$ cat src/hdl/pfll_pkg.sv
package pfll_pkg;

	localparam int FRAC_BITS = 16;
	localparam int DIV_STEPS = 64 + 2 * FRAC_BITS;
	localparam int CNT_W = $clog2(DIV_STEPS);
	localparam int QDEPTH = 2;

	localparam logic [2:0] REG_MODE = 3'd0;
	localparam logic [2:0] REG_A = 3'd1;
	localparam logic [2:0] REG_B = 3'd2;
	localparam logic [2:0] REG_C = 3'd3;
	localparam logic [2:0] REG_D = 3'd4;

	localparam logic [1:0] MODE_LIN = 2'd0;
	localparam logic [1:0] MODE_QUAD = 2'd1;
	localparam logic [1:0] MODE_CUBIC = 2'd2;
	localparam logic [1:0] MODE_QUART = 2'd3;

	typedef struct packed {
		logic [1:0] mode;
		logic signed [31:0] a;
		logic signed [31:0] b;
		logic signed [31:0] c;
		logic signed [31:0] d;
	} cfg_t;

	typedef struct packed {
		logic signed [31:0] x;
		logic signed [31:0] value;
		logic [30:0] sigma;
		logic last;
		logic sigma_zero;
	} item_t;

	typedef enum logic [3:0] {
		ST_IDLE, ST_LOAD, ST_MUL, ST_RND, ST_SUM, ST_RES,
		ST_SQ, ST_DEN, ST_DIV, ST_ACC, ST_OUT
	} state_t;

endpackage

$ cat src/hdl/pfll_if.sv
interface pfll_in_if;
	logic valid;
	logic ready;
	logic signed [31:0] sample_x;
	logic signed [31:0] sample_value;
	logic [30:0] sample_sigma;
	logic last_point;
	modport source (output valid, sample_x, sample_value, sample_sigma, last_point, input ready);
	modport sink (input valid, sample_x, sample_value, sample_sigma, last_point, output ready);
endinterface


$ cat src/hdl/pfll_front.sv
module pfll_front (
	input logic clk,
	input logic arst_n,
	pfll_in_if.sink samples,
	input logic pop,
	output pfll_pkg::item_t head,
	output logic head_valid
);
	pfll_pkg::item_t entry_q [pfll_pkg::QDEPTH];
	logic rd_q;
	logic wr_q;
	logic [1:0] count_q;
	logic push;
	pfll_pkg::item_t incoming;

	assign samples.ready = (count_q != 2'(pfll_pkg::QDEPTH));
	assign push = samples.valid && samples.ready;
	assign head_valid = (count_q != 2'd0);
	assign head = entry_q[rd_q];

	always_comb begin
		incoming.x = samples.sample_x;
		incoming.value = samples.sample_value;
		incoming.sigma = samples.sample_sigma;
		incoming.last = samples.last_point;
		incoming.sigma_zero = (samples.sample_sigma == 31'd0);
	end

	always_ff @(posedge clk) begin
		if (push) begin
			entry_q[wr_q] <= incoming;
		end
	end

	always_ff @(posedge clk or negedge arst_n) begin
		if (!arst_n) begin
			rd_q <= 1'b0;
			wr_q <= 1'b0;
			count_q <= 2'd0;
		end else begin
			if (push) wr_q <= ~wr_q;
			if (pop) rd_q <= ~rd_q;
			count_q <= count_q + 2'(push) - 2'(pop);
		end
	end

	assert property (@(posedge clk) disable iff (!arst_n) pop |-> head_valid)
		else $error("pop from empty queue");
	assert property (@(posedge clk) disable iff (!arst_n) count_q <= 2'(pfll_pkg::QDEPTH))
		else $error("queue count overrun");
	assert property (@(posedge clk) disable iff (!arst_n)
		push && !pop |=> count_q == $past(count_q) + 2'd1)
		else $error("queue count lost a push");
endmodule

$ cat src/flat_wrapper.sv
// flat-port wrapper written by rule: the top's interface ports become plain ports
module pfll_front_flat 
  (clk, arst_n, pop, head, head_valid, samples_valid, samples_sample_x, samples_sample_value, samples_sample_sigma, samples_last_point, samples_ready);
  pfll_in_if samples_i ();
  input logic clk;
  input logic arst_n;
  input logic pop;
  output pfll_pkg::item_t head;
  output logic head_valid;
  input wire logic [$bits(samples_i.valid)-1:0] samples_valid;
  input wire logic [$bits(samples_i.sample_x)-1:0] samples_sample_x;
  input wire logic [$bits(samples_i.sample_value)-1:0] samples_sample_value;
  input wire logic [$bits(samples_i.sample_sigma)-1:0] samples_sample_sigma;
  input wire logic [$bits(samples_i.last_point)-1:0] samples_last_point;
  output wire logic [$bits(samples_i.ready)-1:0] samples_ready;
  assign samples_i.valid = samples_valid;
  assign samples_i.sample_x = samples_sample_x;
  assign samples_i.sample_value = samples_sample_value;
  assign samples_i.sample_sigma = samples_sample_sigma;
  assign samples_i.last_point = samples_last_point;
  assign samples_ready = samples_i.ready;
  pfll_front u_core (.clk(clk), .arst_n(arst_n), .samples(samples_i), .pop(pop), .head(head), .head_valid(head_valid));
endmodule
$ cat config.mk
export PLATFORM = sky130hd
export DESIGN_NAME = pfll_front_flat
export DESIGN_NICKNAME = d
export VERILOG_FILES = /design/src/hdl/pfll_pkg.sv /design/src/hdl/pfll_if.sv /design/src/hdl/pfll_front.sv /design/src/flat_wrapper.sv
export SDC_FILE = /design/constraint.sdc
export NUM_CORES = 1
export LEC_CHECK = 0
export BUFFER_PORTS_ARGS = -buffer_cell sky130_fd_sc_hd__buf_2
export CAP_MARGIN = 30
export CORE_MARGIN = 2
export CORE_UTILIZATION = 30
export DETAILED_ROUTE_END_ITERATION = 8
export GPL_TIMING_DRIVEN = 0
export SLEW_MARGIN = 0
export SYNTH_ARGS = -nofsm -noshare
export SYNTH_HDL_FRONTEND = slang
export SYNTH_SLANG_ARGS = --single-unit
$ cat constraint.sdc
create_clock -name clk -period 5.55 [get_ports clk]
set_input_delay 0 -clock clk [delete_from_list [all_inputs] [get_ports clk]]
set_output_delay 0 -clock clk [all_outputs]
set_load 0.03 [all_outputs]
==> results.cfg <==
[outcome]
outcome = complete, no violations

[global_route]
grt_pass1_wl_um = 23630
grt_pass1_vias = 4732
overflow = 0
antenna_found_initial = 0
track_usage_pct = 11.84
grt_max_degree = 50

[placement]
dpl.hpwl_um = 10100
post-place-ws_ns = 3.452
gp_congestion = 0.6998
portBuffers = 198

[timing]
tns_ns = 0
final_hold_viol_count = 0
grt_setup_unrepaired = false
min_period_over_period_pct = 37.55
setup_viol = 0
slew_headroom_pct = 48.57
worstMarginPinSlew_ns = 0.7696
hold_ws_ns = 0.3050
clock_skew_ns = 0.004977
drv_slew = 0
fin_crit_ns = 2.084
fmax_ghz = 0.4799
finalWorstSetupSlack_ns = 3.466

[synth]
ys_warn_count = 0
ys_seq_elements = 198
ys_seq_area_share_pct = 80.78
postSynthCellCount = 331
syn_nets = 433
synth.distinct_cells = 18
postSynthAreaPerCell_um2 = 22.16
syn-cell-area_um2 = 7336

[clock_tree]
ctsLongestPathBuffers = 2
htreeDepth = 4
clk_pin_slew_ns = 0.07
postCtsHoldBufs = 100
clock_latency_ns = 0.41
cts_root_buf = clkbuf_16
cts_tree = done
post_cts_resized = 0
clock_sinks = 198
cts-buffers-inserted = 17
postCtsSetupBuffers = 0

[drt]
vias = 4159
firstDrtPassIters = 4
post_drt_wl_per_cell_um = 15.31
highest_layer = met4
wl_met2_um = 7950
met1_length_um = 6309
routed_wl_um = 15140
first_iter_violations = 171
ant_nets = 0
drc = 0
wl_met3_um = 658
vias_per_cell = 4.205

[final_layout]
nets = 754
post-route-util_pct = 43.11
drive_gt1_share_pct = 51.28
multi_input_area_um2 = 1331
area_growth_pct = 42.08
n_fill_cell = 2141
final_cell_mix = 205 x buf_2, 194 x edfxtp_1, 100 x dlygate4sd3_1
seqCellArea_um2 = 5926
diodes = 0
final_common_cell = buf_2

[critical_path]
worstSetupPathType = reg2reg
worst-r2r-cell-count = 5
crit_buf_inv = 2
reg2reg_from = u_core.count_q[1]
slowest_delay_ns = 0.61
worst_path_max_delay_cell = nor2_4
path_delay_family = simple AND/OR/NAND/NOR gates
cp.required_ns = 5.66
regToRegSetupSlack_ns = 3.47
worstPathCellList = nand2b_1 > nand2_1 > nor2_4 > buf_16 > buf_12
cp.arrival_ns = 2.19
path_max_fanout = 26
end_kind = flop
worstReg2RegEnd = u_core.entry_q[0][96]
cp-start-kind = flop

[hold_path]
hold-path-endpoint = u_core.entry_q[0][79]
hp-class = in2reg
hp-start = samples_sample_x[14]
hold_depth = 2

[power_and_ir_drop]
irDropWorstVdd_v = 0.0003645
cellLeakagePower_nw = 3.941
power_density_nw_per_um2 = 520.2

[floorplanning]
start_util_pct = 30.34
dieHeight_um = 160.4
die-area_um2 = 25720
rows = 57
fp.coreArea_um2 = 24180
io_pins = 199
chipWidth_um = 160.4

[job]
maxCapViolCount = 0
## sequential cells by signal, summed over array words and instances (netlist names)
| register | cells |
|---|---|
| u_core.entry_q | 194 |
| u_core.wr_q | 1 |
| u_core.rd_q | 1 |
| u_core.count_q | 2 |
## power by group
group	internal (mW)	switching, mW
Combinational	0.776	1.31
Sequential	2.04	0.0763
Clock	0.674	0.544
Total	3.49	1.93
## final cells by class
type                    instances  share of cell area, %
plain buffers                  11                 0.7683
clock buffers                  19                  4.154
clock inverters                13                  1.429
inverters                       3                 0.1080
multi-input cells             119                  12.77
flip-flops and latches        198                  56.85
well taps                     324                  3.890
repair buffers                302                  20.02
## synth_stat cells, drive strengths merged
| master | count | area, um^2 |
|---|---|---|
| inv | 3 | 11.26 |
| nor3 | 1 | 5.000 |
| nor4 | 7 | 43.79 |
| xnor2 | 3 | 26.28 |
| nand2 | 1 | 3.750 |
| buf | 11 | 80.07 |
| ha | 2 | 25.02 |
| nor2 | 2 | 7.510 |
| and3 | 1 | 6.260 |
| edfxtp | 194 | 5826 |
| xor2 | 1 | 8.760 |
| nand2b | 1 | 6.260 |
| nand4 | 2 | 12.51 |
| or2 | 1 | 6.260 |
| dfrtp | 4 | 100.1 |
| mux2 | 97 | 1167 |
## through the flow
stage,cell area [um^2],cells,power [mW]
2_1_floorplan,7336,331,3.636
3_3_place_gp,8732,853,4.186
3_5_place_dp,8840,857,4.218
4_1_cts,10420,989,5.512
5_1_grt,10420,989,5.686
6_report,10420,989,5.422
## logic make-up after synthesis
family,after synthesis,synth area share [%]
flip-flops,198,80.78
multiplexers,97,15.91
AND/OR/NAND/NOR,16,1.245
buffers and inverters,14,1.245
XOR/XNOR,4,0.4777
adder cells (fa/ha/maj),2,0.3411
## per-layer routing
metal	vias to the layer above	GRT usage [%]
li1	1959	-
met1	2058	13.38
met2	127	21.70
met3	15	3.177
met4	0	3.849
met5	-	0
## worst max-delay path by stage
stage,to,startpoint,cells after the start
3_5_place_dp,u_core.entry_q[0][69],u_core.count_q[1],5
4_1_cts,u_core.entry_q[0][73],u_core.count_q[1],5
6_report,u_core.entry_q[0][96],u_core.count_q[1],5
3_3_place_gp,u_core.entry_q[0][96],u_core.count_q[1],3
5_1_grt,u_core.entry_q[0][96],u_core.count_q[1],5
2_1_floorplan,u_core.entry_q[0][0],u_core.count_q[1],3
(Power assumes the default switching activity.)
