### config.mk
export PLATFORM = sky130hd
export DESIGN_NAME = pfll_back_flat
export DESIGN_NICKNAME = d
export VERILOG_FILES = /design/src/hdl/pfll_pkg.sv /design/src/hdl/pfll_if.sv /design/src/hdl/pfll_back.sv /design/src/flat_wrapper.sv
export SDC_FILE = /design/constraint.sdc
export NUM_CORES = 2
export LEC_CHECK = 0
export BUFFER_PORTS_ARGS = -buffer_cell sky130_fd_sc_hd__buf_4
export CORE_UTILIZATION = 60
export CTS_BUF_LIST = sky130_fd_sc_hd__clkbuf_4 sky130_fd_sc_hd__clkbuf_8
export DETAILED_ROUTE_END_ITERATION = 12
export PLACE_DENSITY = 0.77
export RECOVER_POWER = 50
export SYNTH_ARGS = -nofsm -noshare
export SYNTH_HDL_FRONTEND = slang
export SYNTH_SLANG_ARGS = --single-unit
export TNS_END_PERCENT = 30
### constraint.sdc
create_clock -name clk -period 30.2 [get_ports clk]
set_input_delay 3.02 -clock clk [delete_from_list [all_inputs] [get_ports clk]]
set_output_delay 3.02 -clock clk [all_outputs]
set_load 0.005 [all_outputs]
### src/hdl/pfll_pkg.sv
package pfll_pkg;

	localparam int FRAC_BITS = 16;
	localparam int DIV_STEPS = 64 + 2 * FRAC_BITS;
	localparam int CNT_W = $clog2(DIV_STEPS);
	localparam int QDEPTH = 2;

	localparam logic [2:0] REG_MODE = 3'd0;
	localparam logic [2:0] REG_A = 3'd1;
	localparam logic [2:0] REG_B = 3'd2;
	localparam logic [2:0] REG_C = 3'd3;
	localparam logic [2:0] REG_D = 3'd4;

	localparam logic [1:0] MODE_LIN = 2'd0;
	localparam logic [1:0] MODE_QUAD = 2'd1;
	localparam logic [1:0] MODE_CUBIC = 2'd2;
	localparam logic [1:0] MODE_QUART = 2'd3;

	typedef struct packed {
		logic [1:0] mode;
		logic signed [31:0] a;
		logic signed [31:0] b;
		logic signed [31:0] c;
		logic signed [31:0] d;
	} cfg_t;

	typedef struct packed {
		logic signed [31:0] x;
		logic signed [31:0] value;
		logic [30:0] sigma;
		logic last;
		logic sigma_zero;
	} item_t;

	typedef enum logic [3:0] {
		ST_IDLE, ST_LOAD, ST_MUL, ST_RND, ST_SUM, ST_RES,
		ST_SQ, ST_DEN, ST_DIV, ST_ACC, ST_OUT
	} state_t;

endpackage

### src/hdl/pfll_if.sv


interface pfll_out_if;
	logic valid;
	logic ready;
	logic signed [63:0] log_likelihood;
	logic sigma_zero_seen;
	logic saturated;
	modport source (output valid, log_likelihood, sigma_zero_seen, saturated, input ready);
	modport sink (input valid, log_likelihood, sigma_zero_seen, saturated, output ready);
endinterface

### src/hdl/pfll_back.sv
module pfll_back (
	input logic clk,
	input logic arst_n,
	input pfll_pkg::cfg_t cfg,
	input pfll_pkg::item_t head,
	input logic head_valid,
	output logic pop,
	pfll_out_if.source results
);
	localparam logic [63:0] SUM_LIMIT = 64'h8000_0000_0000_0000;
	localparam logic signed [65:0] HALF = 66'sd1 <<< (pfll_pkg::FRAC_BITS - 1);
	localparam logic signed [32:0] I32_MAX = 33'sh0_7FFF_FFFF;
	localparam logic signed [32:0] I32_MIN = -33'sh0_8000_0000;

	pfll_pkg::state_t state_q, state_d;
	pfll_pkg::item_t item_q;
	logic signed [31:0] d_q, d2_q, t1_q, t3_q, tmp_q, mdl_q;
	logic [1:0] step_q;
	logic signed [63:0] prod_q;
	logic [31:0] mag_q;
	logic [63:0] r2_q, num_q, rem_q, sum_q;
	logic [62:0] den_q, quo_q;
	logic [pfll_pkg::CNT_W-1:0] cnt_q;
	logic fail_q, zf_q, ovf_q;
	logic out_v_q;
	logic signed [63:0] out_ll_q;
	logic out_zf_q, out_ovf_q;

	logic signed [32:0] opa, opb;
	logic signed [65:0] mul_p;
	logic signed [65:0] rnd_full;
	logic signed [31:0] rnd_sat;
	logic rnd_ovf;
	logic [1:0] last_step;
	logic signed [32:0] diff;
	logic signed [33:0] msum;
	logic signed [32:0] resid;
	logic [63:0] rem_n;
	logic div_ge;
	logic [63:0] headroom;
	logic out_free;

	assign mul_p = opa * opb;
	assign rnd_full = ($signed({{2{prod_q[63]}}, prod_q}) + HALF) >>> pfll_pkg::FRAC_BITS;
	assign rnd_ovf = (rnd_full > 66'(I32_MAX)) || (rnd_full < 66'(I32_MIN));
	assign rnd_sat = (rnd_full > 66'(I32_MAX)) ? 32'sh7FFF_FFFF :
		(rnd_full < 66'(I32_MIN)) ? 32'sh8000_0000 : rnd_full[31:0];
	assign last_step = (cfg.mode == pfll_pkg::MODE_LIN) ? 2'd0 :
		(cfg.mode == pfll_pkg::MODE_QUAD) ? 2'd1 : 2'd3;
	assign diff = 33'(item_q.x) - 33'(cfg.c);
	assign msum = ((cfg.mode == pfll_pkg::MODE_LIN) ? 34'(cfg.b) : 34'(cfg.a))
		+ 34'(t1_q) + 34'(t3_q);
	assign resid = 33'(item_q.value) - 33'(mdl_q);
	assign rem_n = {rem_q[62:0], num_q[63]};
	assign div_ge = (rem_n >= {1'b0, den_q});
	assign headroom = SUM_LIMIT - sum_q;
	assign out_free = !out_v_q || results.ready;
	assign pop = (state_q == pfll_pkg::ST_IDLE) && head_valid;

	assign results.valid = out_v_q;
	assign results.log_likelihood = out_ll_q;
	assign results.sigma_zero_seen = out_zf_q;
	assign results.saturated = out_ovf_q;

	always_comb begin
		opa = 33'sd0;
		opb = 33'sd0;
		if (state_q == pfll_pkg::ST_SQ) begin
			opa = $signed({1'b0, mag_q});
			opb = $signed({1'b0, mag_q});
		end else if (state_q == pfll_pkg::ST_DEN) begin
			opa = $signed({2'b00, item_q.sigma});
			opb = $signed({2'b00, item_q.sigma});
		end else begin
			case (step_q)
				2'd0: begin
					opa = (cfg.mode == pfll_pkg::MODE_LIN) ? 33'(cfg.a) : 33'(d_q);
					opb = 33'(d_q);
				end
				2'd1: begin
					opa = 33'(cfg.b);
					opb = 33'(d2_q);
				end
				2'd2: begin
					opa = 33'(d2_q);
					opb = (cfg.mode == pfll_pkg::MODE_QUART) ? 33'(d2_q) : 33'(d_q);
				end
				default: begin
					opa = (cfg.mode == pfll_pkg::MODE_QUART) ? 33'(cfg.c) : 33'(cfg.d);
					opb = 33'(tmp_q);
				end
			endcase
		end
	end

	always_comb begin
		state_d = state_q;
		unique case (state_q)
			pfll_pkg::ST_IDLE: if (head_valid) state_d = pfll_pkg::ST_LOAD;
			pfll_pkg::ST_LOAD: state_d = item_q.sigma_zero ? pfll_pkg::ST_ACC : pfll_pkg::ST_MUL;
			pfll_pkg::ST_MUL: state_d = pfll_pkg::ST_RND;
			pfll_pkg::ST_RND: state_d = (step_q == last_step) ? pfll_pkg::ST_SUM : pfll_pkg::ST_MUL;
			pfll_pkg::ST_SUM: state_d = pfll_pkg::ST_RES;
			pfll_pkg::ST_RES: state_d = pfll_pkg::ST_SQ;
			pfll_pkg::ST_SQ: state_d = pfll_pkg::ST_DEN;
			pfll_pkg::ST_DEN: state_d = pfll_pkg::ST_DIV;
			pfll_pkg::ST_DIV: begin
				if (quo_q[62] || cnt_q == pfll_pkg::CNT_W'(pfll_pkg::DIV_STEPS - 1))
					state_d = pfll_pkg::ST_ACC;
			end
			pfll_pkg::ST_ACC: state_d = item_q.last ? pfll_pkg::ST_OUT : pfll_pkg::ST_IDLE;
			pfll_pkg::ST_OUT: if (out_free) state_d = pfll_pkg::ST_IDLE;
			default: state_d = pfll_pkg::ST_IDLE;
		endcase
	end

	always_ff @(posedge clk or negedge arst_n) begin
		if (!arst_n) begin
			state_q <= pfll_pkg::ST_IDLE;
			sum_q <= 64'd0;
			zf_q <= 1'b0;
			ovf_q <= 1'b0;
			out_v_q <= 1'b0;
		end else begin
			state_q <= state_d;
			if (results.ready && !(state_q == pfll_pkg::ST_OUT && out_free)) out_v_q <= 1'b0;
			case (state_q)
				pfll_pkg::ST_LOAD: begin
					if (item_q.sigma_zero) zf_q <= 1'b1;
					else if ((cfg.mode == pfll_pkg::MODE_QUAD || cfg.mode == pfll_pkg::MODE_CUBIC)
						&& (diff > I32_MAX || diff < I32_MIN)) ovf_q <= 1'b1;
				end
				pfll_pkg::ST_RND: if (rnd_ovf) ovf_q <= 1'b1;
				pfll_pkg::ST_SUM: begin
					if (msum > 34'(I32_MAX) || msum < 34'(I32_MIN)) ovf_q <= 1'b1;
				end
				pfll_pkg::ST_ACC: begin
					if (!item_q.sigma_zero) begin
						if (fail_q || {1'b0, quo_q} > headroom) begin
							sum_q <= SUM_LIMIT;
							ovf_q <= 1'b1;
						end else begin
							sum_q <= sum_q + {1'b0, quo_q};
						end
					end
				end
				pfll_pkg::ST_OUT: begin
					if (out_free) begin
						out_v_q <= 1'b1;
						sum_q <= 64'd0;
						zf_q <= 1'b0;
						ovf_q <= 1'b0;
					end
				end
				default: ;
			endcase
		end
	end

	always_ff @(posedge clk) begin
		if (pop) item_q <= head;
		case (state_q)
			pfll_pkg::ST_LOAD: begin
				step_q <= 2'd0;
				t3_q <= 32'sd0;
				if (cfg.mode == pfll_pkg::MODE_QUAD || cfg.mode == pfll_pkg::MODE_CUBIC)
					d_q <= (diff > I32_MAX) ? 32'sh7FFF_FFFF :
						(diff < I32_MIN) ? 32'sh8000_0000 : diff[31:0];
				else
					d_q <= item_q.x;
			end
			pfll_pkg::ST_MUL: prod_q <= mul_p[63:0];
			pfll_pkg::ST_RND: begin
				step_q <= step_q + 2'd1;
				case (step_q)
					2'd0: begin
						if (cfg.mode == pfll_pkg::MODE_LIN) t1_q <= rnd_sat;
						else d2_q <= rnd_sat;
					end
					2'd1: t1_q <= rnd_sat;
					2'd2: tmp_q <= rnd_sat;
					default: t3_q <= rnd_sat;
				endcase
			end
			pfll_pkg::ST_SUM: begin
				mdl_q <= (msum > 34'(I32_MAX)) ? 32'sh7FFF_FFFF :
					(msum < 34'(I32_MIN)) ? 32'sh8000_0000 : msum[31:0];
			end
			pfll_pkg::ST_RES: mag_q <= resid[32] ? 32'(-resid) : resid[31:0];
			pfll_pkg::ST_SQ: r2_q <= mul_p[63:0];
			pfll_pkg::ST_DEN: begin
				den_q <= {mul_p[61:0], 1'b0};
				num_q <= r2_q;
				rem_q <= 64'd0;
				quo_q <= 63'd0;
				cnt_q <= '0;
				fail_q <= 1'b0;
			end
			pfll_pkg::ST_DIV: begin
				if (quo_q[62]) begin
					fail_q <= 1'b1;
				end else begin
					num_q <= {num_q[62:0], 1'b0};
					rem_q <= div_ge ? rem_n - {1'b0, den_q} : rem_n;
					quo_q <= {quo_q[61:0], div_ge};
					cnt_q <= cnt_q + pfll_pkg::CNT_W'(1);
				end
			end
			pfll_pkg::ST_OUT: begin
				if (out_free) begin
					out_ll_q <= $signed(64'd0 - sum_q);
					out_zf_q <= zf_q;
					out_ovf_q <= ovf_q;
				end
			end
			default: ;
		endcase
	end

	assert property (@(posedge clk) disable iff (!arst_n) sum_q <= SUM_LIMIT)
		else $error("sum magnitude beyond limit");
	assert property (@(posedge clk) disable iff (!arst_n)
		results.valid |-> (results.log_likelihood[63] || results.log_likelihood == 64'sd0))
		else $error("positive log-likelihood");
	assert property (@(posedge clk) disable iff (!arst_n)
		state_q == pfll_pkg::ST_DIV |-> cnt_q < pfll_pkg::CNT_W'(pfll_pkg::DIV_STEPS))
		else $error("divider ran past its step count");
	assert property (@(posedge clk) disable iff (!arst_n)
		state_q == pfll_pkg::ST_OUT && out_free |=> out_v_q && sum_q == 64'd0)
		else $error("result not issued or sum not cleared");
endmodule

### src/flat_wrapper.sv
// flat-port wrapper written by rule: the top's interface ports become plain ports
module pfll_back_flat 
  (clk, arst_n, cfg, head, head_valid, pop, results_valid, results_log_likelihood, results_sigma_zero_seen, results_saturated, results_ready);
  pfll_out_if results_i ();
  input logic clk;
  input logic arst_n;
  input pfll_pkg::cfg_t cfg;
  input pfll_pkg::item_t head;
  input logic head_valid;
  output logic pop;
  output wire logic [$bits(results_i.valid)-1:0] results_valid;
  output wire logic [$bits(results_i.log_likelihood)-1:0] results_log_likelihood;
  output wire logic [$bits(results_i.sigma_zero_seen)-1:0] results_sigma_zero_seen;
  output wire logic [$bits(results_i.saturated)-1:0] results_saturated;
  input wire logic [$bits(results_i.ready)-1:0] results_ready;
  assign results_valid = results_i.valid;
  assign results_log_likelihood = results_i.log_likelihood;
  assign results_sigma_zero_seen = results_i.sigma_zero_seen;
  assign results_saturated = results_i.saturated;
  assign results_i.ready = results_ready;
  pfll_back u_core (.clk(clk), .arst_n(arst_n), .cfg(cfg), .head(head), .head_valid(head_valid), .pop(pop), .results(results_i));
endmodule
==> flow_summary.json <==
{
  "r2r_cells": 32,
  "synth-xor-area-share": 0.03775,
  "cts-root-buf": "clkbuf_8",
  "fin_worst_skew_ns": 0.08935,
  "areaGrowthSynthToFinish_pct": 8.465,
  "critPathMostFrequentCell": "fa_1",
  "yosysMostFrequentCell": "inv_1",
  "num_vias": 71270,
  "clk_pin_slew_ns": 0.06,
  "hold_viol_final": 0,
  "synthCells": 9189,
  "drive_gt1_frac": 0.08337,
  "synth_common_cells": "inv_1 (1647), fa_1 (1162), nand2_1 (988)",
  "yosysTopAreaCell": "fa_1",
  "viasPerCell": 6.231,
  "yosys.area_share.simple": 0.1324,
  "hold_path_class": "reg -> reg",
  "setup_violations": 0,
  "synthFlopType": "edfxtp_1",
  "synth-adder-area-share": 0.3358,
  "preCtsSetupSlack_ns": 15.18,
  "start_kind": "input pin",
  "insertion_delay_ns": 0.91,
  "synth_cell_types": 92,
  "min_to": "u_core.results.sigma_zero_seen",
  "fin_util": 0.6561,
  "max_slew_margin": -1.735,
  "dp_hpwl_mm": 238.2,
  "r2r_setup_slack_ns": 14.94,
  "synth_area_um2": 88150,
  "finalSetupTns_ns": 0,
  "grt_use_total": 0.4182,
  "fillCellCount": 11680,
  "die_h_um": 385.3,
  "r2r-start": "u_core.state_q[2]",
  "cts_hold_buf": 0,
  "cts_made_buffers": 149,
  "endpoint_kind": "flop",
  "synth_top_area_frac": 0.2639,
  "wl_mm": 307.3,
  "post-cts-setup-buffers": 0,
  "nets": 11280,
  "core-area_um2": 145700,
  "worstMarginPinSlew_ns": 4.103,
  "rsz0062_at_grt": "false",
  "status": "complete, but fails checks",
  "crit_fanout": 38,
  "post_drt_wl_per_cell_um": 26.87,
  "h-tree-depth": 4,
  "synthesis.nets": 11090,
  "cts_tree": "yes",
  "synth_top_family_by_area": "adder cells",
  "gp_congestion": 1.075,
  "cp_data_arrival_time_ns": 15.93,
  "port_buffers": 298,
  "cp_slowest_cell": "ha_1",
  "period_share": 0.5081,
  "synth_edf_count": 762,
  "die_w_um": 385.3,
  "grt_pass1_wl_mm": 450.5,
  "syn_area_per_cell_um2": 9.593,
  "yosysSeqAreaShare": 0.2797,
  "dp_cells": 11140,
  "violations": "capacitance limit, slew limit",
  "r2r-end": "u_core.r2_q[63]",
  "cap_violations": 24,
  "synth_compound_area_frac": 0.1095,
  "fmax_mhz": 65.16,
  "dieArea_um2": 148500,
  "netlist_top_cells_area": "fa_1 (26%), edfxtp_1 (26%), ha_1 (7.2%)",
  "first_iter_violations": 9097,
  "slew_viol_final": 1016,
  "min_path_cells": 0,
  "layout_min_cycle_time_ns": 15.35,
  "async_flop_share": 0.08523,
  "antenna_left": 0,
  "grt_max_degree": 87,
  "slowest_delay_ns": 1.72,
  "first_pass_iters": 10,
  "cts_resized": 0,
  "critical_path_class": "in -> reg",
  "initial_core_util": 0.6049,
  "cts.sinks": 833,
  "cp.required_ns": 30.79,
  "multi_input_area_um2": 55910,
  "first_global_vias": 70670,
  "synth.ff_latch_count": 833,
  "grt_overflow_total": 0,
  "antenna_found_initial": 34,
  "setup_ws_ns": 14.85,
  "rows": 140,
  "muxShareOfSynthArea": 0.01726,
  "yosysWarningCount": 0,
  "min-delay-start": "u_core.zf_q",
  "drc": 0,
  "regArea_um2": 24660,
  "ios": 299,
  "final_cells": 11440,
  "cts_buffer_depth": 3
}
area by class of cell:
cell class | instances | area share
Inverter | 1648 | 0.06471
Multi-Input combinational cell | 6312 | 0.5848
Clock buffer | 195 | 0.02539
Sequential cell | 833 | 0.2579
Tap cell | 1917 | 0.02509
Timing Repair Buffer | 433 | 0.03309
Antenna cell | 21 | 0.0005496
Clock inverter | 79 | 0.008506
kinds of logic after synthesis:
| group | Yosys count |
|---|---|
| compound gates | 1481 |
| buf+inv | 2044 |
| xor+xnor | 380 |
| mux | 146 |
| flops | 833 |
| fa+ha+maj | 1669 |
| simple gates | 2636 |
worst max-delay path by stage:
stage / start / end / slack, ns
after CTS: cfg[129] / u_core.r2_q[63] / 16.03
after floorplan: u_core.state_q[1] / u_core.cnt_q[0] / 14.25
after global routing: u_core.state_q[2] / u_core.prod_q[63] / 14.29
final: cfg[129] / u_core.r2_q[63] / 14.85
after global placement: cfg[129] / u_core.prod_q[63] / 15.42
after detailed placement: cfg[129] / u_core.prod_q[63] / 15.18
cells in the final DEF, fill, tap and decap left out, types with 71 or more instances in the layout:
cell type / count
mux2i_1: 97
buf_4: 317
edfxtp_1: 762
fa_1: 1161
dfrtp_1: 71
xnor2_1: 235
inv_1: 1645
clkbuf_4: 134
xor2_1: 144
nor3_1: 98
nor2_1: 897
a21oi_1: 404
clkbuf_8: 154
ha_1: 505
nand3_1: 116
nor2b_1: 82
o21ai_0: 265
nand2_1: 987
nand4_1: 78
a21o_1: 192
critical path, delay by kind of cell:
kind | cells | cell delay [ns]
fa+ha+maj | 10 | 6.21
compound gates | 11 | 3.92
buf+inv | 8 | 1.63
simple gates | 4 | 0.54
mux | 1 | 0.39
xor+xnor | 1 | 0.15
metal layers:
layer | track usage | share of wire | routed length (um)
met1 | 0.5425 | 0.36 | 112100
met4 | 0.2147 | 0.063 | 19260
met2 | 0.6050 | 0.42 | 129200
met3 | 0.1667 | 0.15 | 46510
met5 | 0 | 0.00064 | 197
flip-flops by register name (all words and copies together), names as in the netlist, 2 cells and up:
signal	cells
u_core.cnt_q	7
u_core.d2_q	32
u_core.d_q	32
u_core.den_q	62
u_core.item_q	97
u_core.mag_q	32
u_core.mdl_q	32
u_core.num_q	64
u_core.prod_q	49
u_core.quo_q	63
u_core.r2_q	64
u_core.rem_q	63
u_core.results.log_likelihood	64
u_core.state_q	4
u_core.step_q	2
u_core.sum_q	64
u_core.t1_q	32
u_core.t3_q	32
u_core.tmp_q	32
through the flow:
stage	instance area [um2]	hold slack [ns]
5_1_grt	95570	0.4816
6_report	95620	0.4682
3_3_place_gp	92530	0.4433
4_1_cts	95770	0.4686
2_1_floorplan	88150	0.4186
3_5_place_dp	92530	0.4525
Power is not shown: default switching activity piles up to over one toggle a cycle in this logic, so the estimate is an artifact.
